[src/hw/rtl/bpff_pkg.sv]
// ----------------------------------------------------------------------------
// Bin packing package
// Sizes, word types, register indexes and controller states.
// ----------------------------------------------------------------------------
`default_nettype none

package bpff_pkg;

  localparam int MAX_BINS  = 64;
  localparam int BIN_IDX_W = $clog2(MAX_BINS);
  localparam int CNT_W     = $clog2(MAX_BINS + 1);

  localparam int SIZE_W        = 16;
  localparam int CAP_W         = 16;
  localparam int FILL_W        = 17;
  localparam int BIN_INDEX_W   = 6;
  localparam int BINS_IN_USE_W = 7;

  localparam int CFG_IDX_W  = 1;
  localparam int CFG_DATA_W = 16;

  localparam logic [CFG_IDX_W-1:0] CFG_CAPACITY = 1'd0;
  localparam logic [CFG_IDX_W-1:0] CFG_FIT_MODE = 1'd1;

  localparam logic [CAP_W-1:0] CAPACITY_RESET = 16'd100;

  typedef struct packed {
    logic              action;
    logic [SIZE_W-1:0] item_size;
  } in_word_t;

  typedef struct packed {
    logic [BIN_INDEX_W-1:0]   bin_index;
    logic                     opened_new;
    logic                     table_full;
    logic [BINS_IN_USE_W-1:0] bins_in_use;
  } out_word_t;

  typedef struct packed {
    logic start;
    logic issue_rd;
    logic commit;
  } dp_cmd_t;

  typedef struct packed {
    logic count_zero;
    logic scan_last;
  } dp_status_t;

  typedef enum logic [1:0] {
    ST_IDLE,
    ST_SCAN,
    ST_DRAIN,
    ST_WRITE
  } state_t;

endpackage

`default_nettype wire

[src/hw/rtl/bpff_ram.sv]
// ----------------------------------------------------------------------------
// Generic RAM
// One write port and one read port with registered read data.
// ----------------------------------------------------------------------------
`default_nettype none

module bpff_ram #(
  parameter int WIDTH = 8,
  parameter int DEPTH = 16
) (
  input  wire logic                     clk,
  input  wire logic                     we,
  input  wire logic [$clog2(DEPTH)-1:0] waddr,
  input  wire logic [WIDTH-1:0]         wdata,
  input  wire logic                     re,
  input  wire logic [$clog2(DEPTH)-1:0] raddr,
  output      logic [WIDTH-1:0]         rdata
);

  logic [WIDTH-1:0] mem [DEPTH];

  always_ff @(posedge clk) begin
    if (we) begin
      mem[waddr] <= wdata;
    end
    if (re) begin
      rdata <= mem[raddr];
    end
  end

endmodule

`default_nettype wire

[src/hw/rtl/bpff_ctrl.sv]
// ----------------------------------------------------------------------------
// Bin packing controller
// Sequences acceptance, the fill scan, write-back and the result register.
// ----------------------------------------------------------------------------
`default_nettype none

module bpff_ctrl (
  input  wire logic                clk,
  input  wire logic                rst_n,
  input  wire logic                in_valid,
  output      logic                in_stall,
  output      logic                out_valid,
  input  wire logic                out_stall,
  input  wire bpff_pkg::dp_status_t status,
  output      bpff_pkg::dp_cmd_t    cmd
);

  bpff_pkg::state_t state_r, state_nxt;
  logic             out_valid_r, out_valid_nxt;
  logic             out_free;

  // The result register can be reloaded when empty or when it drains now.
  assign out_free = !out_valid_r || !out_stall;

  always_comb begin
    state_nxt = state_r;
    case (state_r)
      bpff_pkg::ST_IDLE: begin
        if (in_valid) begin
          state_nxt = bpff_pkg::ST_SCAN;
        end
      end
      bpff_pkg::ST_SCAN: begin
        if (status.count_zero) begin
          state_nxt = bpff_pkg::ST_WRITE;
        end else if (status.scan_last) begin
          state_nxt = bpff_pkg::ST_DRAIN;
        end
      end
      bpff_pkg::ST_DRAIN: begin
        state_nxt = bpff_pkg::ST_WRITE;
      end
      bpff_pkg::ST_WRITE: begin
        if (out_free) begin
          state_nxt = bpff_pkg::ST_IDLE;
        end
      end
      default: begin
        state_nxt = bpff_pkg::ST_IDLE;
      end
    endcase
  end

  always_comb begin
    cmd          = '0;
    in_stall     = 1'b1;
    case (state_r)
      bpff_pkg::ST_IDLE: begin
        in_stall  = 1'b0;
        cmd.start = in_valid;
      end
      bpff_pkg::ST_SCAN: begin
        cmd.issue_rd = !status.count_zero;
      end
      bpff_pkg::ST_DRAIN: begin
        cmd = '0;
      end
      bpff_pkg::ST_WRITE: begin
        cmd.commit = out_free;
      end
      default: begin
        cmd = '0;
      end
    endcase
  end

  always_comb begin
    out_valid_nxt = out_valid_r && out_stall;
    if (cmd.commit) begin
      out_valid_nxt = 1'b1;
    end
  end

  always_ff @(posedge clk) begin
    if (!rst_n) begin
      state_r     <= bpff_pkg::ST_IDLE;
      out_valid_r <= 1'b0;
    end else begin
      state_r     <= state_nxt;
      out_valid_r <= out_valid_nxt;
    end
  end

  assign out_valid = out_valid_r;

endmodule

`default_nettype wire

[src/hw/rtl/bpff_dp.sv]
// ----------------------------------------------------------------------------
// Bin packing datapath
// Configuration, bin fill memory, fit evaluation and the result register.
// ----------------------------------------------------------------------------
`default_nettype none

module bpff_dp (
  input  wire logic                                 clk,
  input  wire logic                                 rst_n,
  input  wire logic                                 cfg_we,
  input  wire logic [bpff_pkg::CFG_IDX_W-1:0]       cfg_index,
  input  wire logic [bpff_pkg::CFG_DATA_W-1:0]      cfg_wdata,
  input  wire bpff_pkg::in_word_t                   in_word,
  output      bpff_pkg::out_word_t                  out_word,
  input  wire bpff_pkg::dp_cmd_t                    cmd,
  output      bpff_pkg::dp_status_t                 status
);

  localparam int IW = bpff_pkg::BIN_IDX_W;
  localparam int CW = bpff_pkg::CNT_W;
  localparam int FW = bpff_pkg::FILL_W;
  localparam int SW = bpff_pkg::SIZE_W;
  localparam int AW = bpff_pkg::CAP_W;

  logic [AW-1:0] cap_r;
  logic          mode_r;

  logic [SW-1:0] item_r;
  logic [CW-1:0] count_r, count_nxt;
  logic [IW-1:0] addr_r;
  logic          rd_valid_r;
  logic [IW-1:0] rd_idx_r;
  logic          found_r;
  logic [IW-1:0] best_idx_r;
  logic [AW-1:0] best_room_r;
  logic [FW-1:0] best_fill_r;
  bpff_pkg::out_word_t out_r;

  logic [FW-1:0] rd_fill;
  logic [FW:0]   fit_sum;
  logic          fits;
  logic [AW-1:0] room;
  logic          take;

  logic          can_open;
  logic          wr_en;
  logic [IW-1:0] wr_addr;
  logic [FW-1:0] wr_data;
  logic [IW-1:0] chosen;

  // Configuration registers.
  always_ff @(posedge clk) begin
    if (!rst_n) begin
      cap_r  <= bpff_pkg::CAPACITY_RESET;
      mode_r <= 1'b0;
    end else if (cfg_we) begin
      case (cfg_index)
        bpff_pkg::CFG_CAPACITY: cap_r  <= cfg_wdata[AW-1:0];
        bpff_pkg::CFG_FIT_MODE: mode_r <= cfg_wdata[0];
        default: begin
          cap_r <= cap_r;
        end
      endcase
    end
  end

  bpff_ram #(
    .WIDTH (FW),
    .DEPTH (bpff_pkg::MAX_BINS)
  ) u_fill_ram (
    .clk   (clk),
    .we    (wr_en),
    .waddr (wr_addr),
    .wdata (wr_data),
    .re    (cmd.issue_rd),
    .raddr (addr_r),
    .rdata (rd_fill)
  );

  // Fit test without wrap, and the room left before placing the item.
  assign fit_sum = {1'b0, rd_fill} + (FW+1)'(item_r);
  assign fits    = fit_sum <= (FW+1)'(cap_r);
  assign room    = cap_r - rd_fill[AW-1:0];
  assign take    = rd_valid_r && fits && (!found_r || (mode_r && (room < best_room_r)));

  assign can_open = count_r < CW'(bpff_pkg::MAX_BINS);
  assign wr_en    = cmd.commit && (found_r || can_open);
  assign wr_addr  = found_r ? best_idx_r : count_r[IW-1:0];
  assign wr_data  = found_r ? (best_fill_r + FW'(item_r)) : FW'(item_r);
  assign chosen   = found_r ? best_idx_r : (can_open ? count_r[IW-1:0] : '0);

  always_comb begin
    count_nxt = count_r;
    if (cmd.start && in_word.action) begin
      count_nxt = '0;
    end else if (cmd.commit && !found_r && can_open) begin
      count_nxt = count_r + CW'(1);
    end
  end

  always_ff @(posedge clk) begin
    if (!rst_n) begin
      count_r    <= '0;
      rd_valid_r <= 1'b0;
      found_r    <= 1'b0;
      addr_r     <= '0;
    end else begin
      count_r    <= count_nxt;
      rd_valid_r <= cmd.issue_rd;
      if (cmd.start) begin
        found_r <= 1'b0;
        addr_r  <= '0;
      end else begin
        if (take) begin
          found_r <= 1'b1;
        end
        if (cmd.issue_rd) begin
          addr_r <= addr_r + IW'(1);
        end
      end
    end
  end

  always_ff @(posedge clk) begin
    if (cmd.start) begin
      item_r <= in_word.item_size;
    end
    rd_idx_r <= addr_r;
    if (take) begin
      best_idx_r  <= rd_idx_r;
      best_room_r <= room;
      best_fill_r <= rd_fill;
    end
    if (cmd.commit) begin
      out_r.bin_index   <= bpff_pkg::BIN_INDEX_W'(32'(chosen));
      out_r.opened_new  <= !found_r && can_open;
      out_r.table_full  <= !found_r && !can_open;
      out_r.bins_in_use <= bpff_pkg::BINS_IN_USE_W'(32'(count_nxt));
    end
  end

  assign status.count_zero = count_r == '0;
  assign status.scan_last  = CW'(addr_r) == (count_r - CW'(1));
  assign out_word          = out_r;

endmodule

`default_nettype wire

[src/hw/rtl/bin_packing_first_or_best_fit.sv]
// Each accepted word is scanned against the open bins and then written back, which registers its result;
// the next word is taken only once the controller has returned to idle.
// The fill scan reads one bin per cycle through the single read port of the fill memory.
// A new word is taken while the previous result still waits in the output register.
// Reset is synchronous, active low: open count, mode and capacity (100) are restored.
// Bin fill memory is not cleared; only bins below the open count are ever read.
// ----------------------------------------------------------------------------
// Online bin packing, first fit or best fit
// Places item sizes into a table of open bins of one shared capacity.
// ----------------------------------------------------------------------------
`default_nettype none

// Each input word carries an item size and an action flag. With the action
// set, the open count is cleared before the item is placed, which starts a new
// set of bins. The controller then walks the open bins in index order, one
// memory read per cycle. The datapath checks every returned fill against the
// capacity and keeps the winning bin: in first-fit mode the first bin that
// fits, in best-fit mode the bin with the least room left, ties going to the
// lower index. After the scan the chosen bin is updated, or a new bin is
// opened holding the item (even an item larger than the capacity), or, when
// every bin is in use, the item is dropped and flagged as table full.
//
// The result lands in an output register, so the input side is free again as
// soon as the write-back is done; the controller only waits at write-back
// when the previous result has not been taken yet.
//
// Configuration (capacity and fit mode) is written through a plain write
// port and must only change while the block is idle.

module bin_packing_first_or_best_fit (
  input  wire logic                            clk,
  input  wire logic                            rst_n,
  input  wire logic                            cfg_we,
  input  wire logic [bpff_pkg::CFG_IDX_W-1:0]  cfg_index,
  input  wire logic [bpff_pkg::CFG_DATA_W-1:0] cfg_wdata,
  input  wire logic                            in_valid,
  output      logic                            in_stall,
  input  wire bpff_pkg::in_word_t              in_word,
  output      logic                            out_valid,
  input  wire logic                            out_stall,
  output      bpff_pkg::out_word_t             out_word
);

  bpff_pkg::dp_cmd_t    cmd;
  bpff_pkg::dp_status_t status;

  // Controller: owns the sequence and the result valid flag.
  bpff_ctrl u_ctrl (
    .clk       (clk),
    .rst_n     (rst_n),
    .in_valid  (in_valid),
    .in_stall  (in_stall),
    .out_valid (out_valid),
    .out_stall (out_stall),
    .status    (status),
    .cmd       (cmd)
  );

  // Datapath: configuration, fill memory, fit evaluation and result payload.
  bpff_dp u_dp (
    .clk       (clk),
    .rst_n     (rst_n),
    .cfg_we    (cfg_we),
    .cfg_index (cfg_index),
    .cfg_wdata (cfg_wdata),
    .in_word   (in_word),
    .out_word  (out_word),
    .cmd       (cmd),
    .status    (status)
  );

endmodule

`default_nettype wire

[config.mk]
export PLATFORM = sky130hd
export DESIGN_NAME = bin_packing_first_or_best_fit
export DESIGN_NICKNAME = d
export VERILOG_FILES = /design/src/hw/rtl/bpff_pkg.sv /design/src/hw/rtl/bpff_ram.sv /design/src/hw/rtl/bpff_ctrl.sv /design/src/hw/rtl/bpff_dp.sv /design/src/hw/rtl/bin_packing_first_or_best_fit.sv
export SDC_FILE = /design/constraint.sdc
export NUM_CORES = 2
export LEC_CHECK = 0
export BUFFER_PORTS_ARGS = -buffer_cell sky130_fd_sc_hd__buf_2
export CAP_MARGIN = 0
export CORE_AREA = 4 4 347 263
export CTS_CLUSTER_DIAMETER = 100
export DETAILED_ROUTE_END_ITERATION = 12
export DIE_AREA = 0 0 351 267
export PLACE_DENSITY = 0.73
export REMOVE_ABC_BUFFERS = 1
export SETUP_SLACK_MARGIN = 0.5
export SLEW_MARGIN = 5
export SYNTH_ARGS = -nofsm -noshare
export SYNTH_HDL_FRONTEND = slang
export SYNTH_HIERARCHICAL = 1
export SYNTH_SLANG_ARGS = --single-unit
[constraint.sdc]
create_clock -name clk -period 7.15 [get_ports clk]
set_clock_uncertainty 0.1 [all_clocks]
set_input_delay 1.0725 -clock clk [delete_from_list [all_inputs] [get_ports clk]]
set_output_delay 1.0725 -clock clk [all_outputs]
set_load 0.005 [all_outputs]
==> metrics.txt <==
outcome finished clean; Net Sw Power 3570 uW; FF-to-FF path depth 19; hpwl dp about 69000 um; RSZ-0062 raised after global routing no; Worst R2R End u_dp/best_room_r[6]; post-layout power 15300 uW; Chip Width 351 um; count of input and output buffers 55; hold_buf cts 0; flops & latches, synth ~1200; Crit Reg-Reg Startpoint u_dp/item_r[0]; XOR/XNOR Fraction of Synth Area 0.916%; mapped cell area between 40000 and 50000 sq um; Clk pwr share 37.7%; fin. max-slew vios 0; Final setup viols 0; boundary pin count 56; Worst Hold End u_dp/best_idx_r[2]; largest family of logic cells by synthesized area multiplexers; Core ar. 87600 sq um; Seq/Total Area, Yosys ~73%; Synth Area in Compound Gates approximately 5.0%; layout cells sized above 1 between 20% and 30%; Residual DRC 0; Async S/R FF share, synth 0%; initial antenna violation count 4; P_leak ~0.018 uW; final hold violations 0; Hold Crit Start u_dp/rd_idx_r[2]; period utilisation layout 74.3%; Period minus WS final roughly 5.3 ns; Sw Share between 20% and 30%; worst hold path type reg -> reg; critical path class reg -> reg; Area growth syn-to-layout 11.0%; largest stage delay on the critical path 0.87 ns; CTS buffer count ~110; setup repair bufs after CTS 0; GP Congestion between 0.8 and 0.9; fin area around 55000 sq um; R2R setup slack 1.84 ns; hold depth 0; gr ovfl total 0; Syn. warnings 6; cell type with the largest total area after synthesis edfxtp_1; Filler cells 5940; Pwr Density between 200 and 300 nW/um^2; Post-synth top flop edfxtp_1; clk slew on worst S/H paths about 0.060 ns; Final #Nets just under 3000; crit-path max FO 23; EDFF count, synth approximately 1200; Crit. End Element flip-flop; Multi-input gate area between 10000 and 15000 sq um; Int Power about 12000 uW; TritonCTS Sinks around 1200; Rows 94; Slew HR between 20 and 30%; WL/cell 28.4 um; Placed Instance Area around 52000 sq um; Initial Utilization 56.8%; post-synthesis mux area share 13.0%; Synth Area in Adders 2.28%; All-Layer GR Usage 25.0%; logic gate share of total power 8.6%; VDD IR max ~0.23 mV; post-route ant nets 0; CP required ~7.4 ns; first-pass GRT wire length between 150000 and 200000 um; crit-path cells ha_1 -> inv_1 -> fa_1 -> nor2b_4 -> o31a_1 -> nor3_1 -> a21oi_1 -> a31o_2 -> a31oi_1 -> xnor2_1 -> ha_1 -> o21ai_0 -> nor2_1 -> o21ai_1 -> nand2b_1 -> a221o_1 -> a221o_1 -> a211oi_4 -> buf_12; Sequential Area ~36000 sq um; measured slew at the worst slew-check pin 1.12 ns; post-DR vias/cell between 6 and 7; sequential power share around 54%; CTS tree yes; via count ~26000; crit path DAT roughly 5.6 ns; Worst-Skew Late Latency approximately 0.70 ns; slowest cell on the critical path a211oi_4; die footprint approximately 94000 sq um; Yosys cell types 74; Post-Synth Simple-Gate Area 4.12%; Root Buffer clkbuf_16; die height between 200 and 300 um; CP Launch Type flip-flop; Mean Syn Cell Area approximately 19 sq um; fmax between 150 and 200 MHz; detailed-router iteration count before antenna repair 5; clk buf depth 3; CTS HTree Levels 3; Hold WS 0.303 ns; Iter 0 DRT Violations roughly 3600; cells after synthesis roughly 2700; vias in the first global route 25769; largest net degree at the start of global routing 132; Synth top area share a little under three quarters; post-cts sizing count 0; drt total wl 116000 um; Synth area leaders edfxtp_1 71%, mux4_2 9.8%, mux2i_1 2.7%; Maximum Capacitance Violations 0
==> per-layer routing <==
layer / track usage (%) / vias up / wire, um
met5: 0 / - / 0
met4: 6.19 / 0 / 2640
met3: 5.32 / 174 / 12200
met2: 37.5 / 1420 / 53200
met1: 38.0 / 13527 / 47800
li1: - / 11145 / -
==> state kept, by name (all words and copies together), names as in the netlist, 7 cells and up <==
name                   cells
u_dp/count_r               7
u_dp/best_fill_r          17
u_dp/u_fill_ram/rdata     17
u_dp/cap_r                16
u_dp/best_room_r          16
u_dp/u_fill_ram/mem     1088
u_dp/item_r               16
u_dp/out_word             15
==> worst max-delay path: cells and delay by family, from the launching register on <==
kind                     cells  cell delay, ns
flip-flops                   1            0.42
AO/OA/AOI/OAI                9            2.80
adder cells (fa/ha/maj)      3            0.77
AND/OR/NAND/NOR              4            0.40
buffers and inverters        2            0.34
XOR/XNOR                     1            0.16
==> cell type report <==
class,count,share of cell area [%]
Inverter,70,0.476
Antenna cell,2,0.00907
Multi-Input combinational cell,1265,23.1
Timing Repair Buffer,161,2.03
Sequential cell,1216,65.4
Clock inverter,72,1.17
Tap cell,1152,2.61
Clock buffer,136,5.22
==> worst max-delay path by stage <==
stage	start	to	slack (ns)	cells after the start
final	u_dp/item_r[0]	u_dp/best_room_r[6]	1.84	19
after detailed placement	u_dp/item_r[0]	u_dp/best_room_r[15]	1.87	19
after global routing	u_dp/u_fill_ram/rdata[0]	u_dp/best_room_r[5]	1.59	19
after global placement	u_dp/item_r[0]	u_dp/best_room_r[11]	1.91	19
after CTS	u_dp/item_r[0]	u_dp/best_room_r[4]	1.83	19
after floorplan	u_dp/addr_r[0]	u_dp/u_fill_ram/rdata[14]	-7.51	5
==> power groups by stage <==
stage	clock network [uW]	logic, uW	registers [uW]
floorplan	0	803	8400
global placement	0	1250	8380
detailed placement	0	1310	8390
CTS	5860	1320	8230
global route	6190	1430	8230
finish	5770	1320	8230
==> cell usage in the layout (no fill, tap or decap), types with 32 or more instances in the layout <==
cell       instances
ha_1              86
nor2_1           138
buf_2             55
edfxtp_1        1175
a21oi_1           55
buf_4            102
clkbuf_16        109
inv_1             70
mux4_2           216
a221oi_1          45
nor2b_1           32
xnor2_1           33
nand2_1           98
dfxtp_1           36
mux2i_1          132
a22oi_1           63
==> synth_stat cells, drive strengths merged, types with 11 or more instances <==
cell,number
mux2,26
nand4,12
nand3,24
mux4,216
nand2b,17
edfxtp,1175
a21o,18
ha,86
xor2,19
o221ai,12
nor2b,37
and3,22
clkbuf,59
a211oi,29
a221oi,48
buf,72
and4,12
and2,12
inv,70
nor2,141
o21ai,20
xnor2,33
nand2,98
a21boi,19
o21a,13
mux2i,133
a21oi,59
dfxtp,41
nor3,11
a22oi,63
==> metrics by stage <==
step           setup WS, ns  util (%)  std cells  setup TNS, ns
3_3_place_gp           1.91      59.0       3864              0
3_5_place_dp           1.87      59.0       3864              0
4_1_cts                1.83      63.0       4072              0
6_report               1.84      63.0       4074              0
2_1_floorplan         -7.51         -       2551        -164.29
5_1_grt                1.59      63.0       4072              0
==> cells by family after synthesis <==
logic type	Yosys count
adder cells (fa/ha/maj)	89
AND/OR/NAND/NOR	417
flip-flops	1216
buffers and inverters	201
AO/OA/AOI/OAI	332
XOR/XNOR	52
multiplexers	375
(Power assumes the default switching activity.)
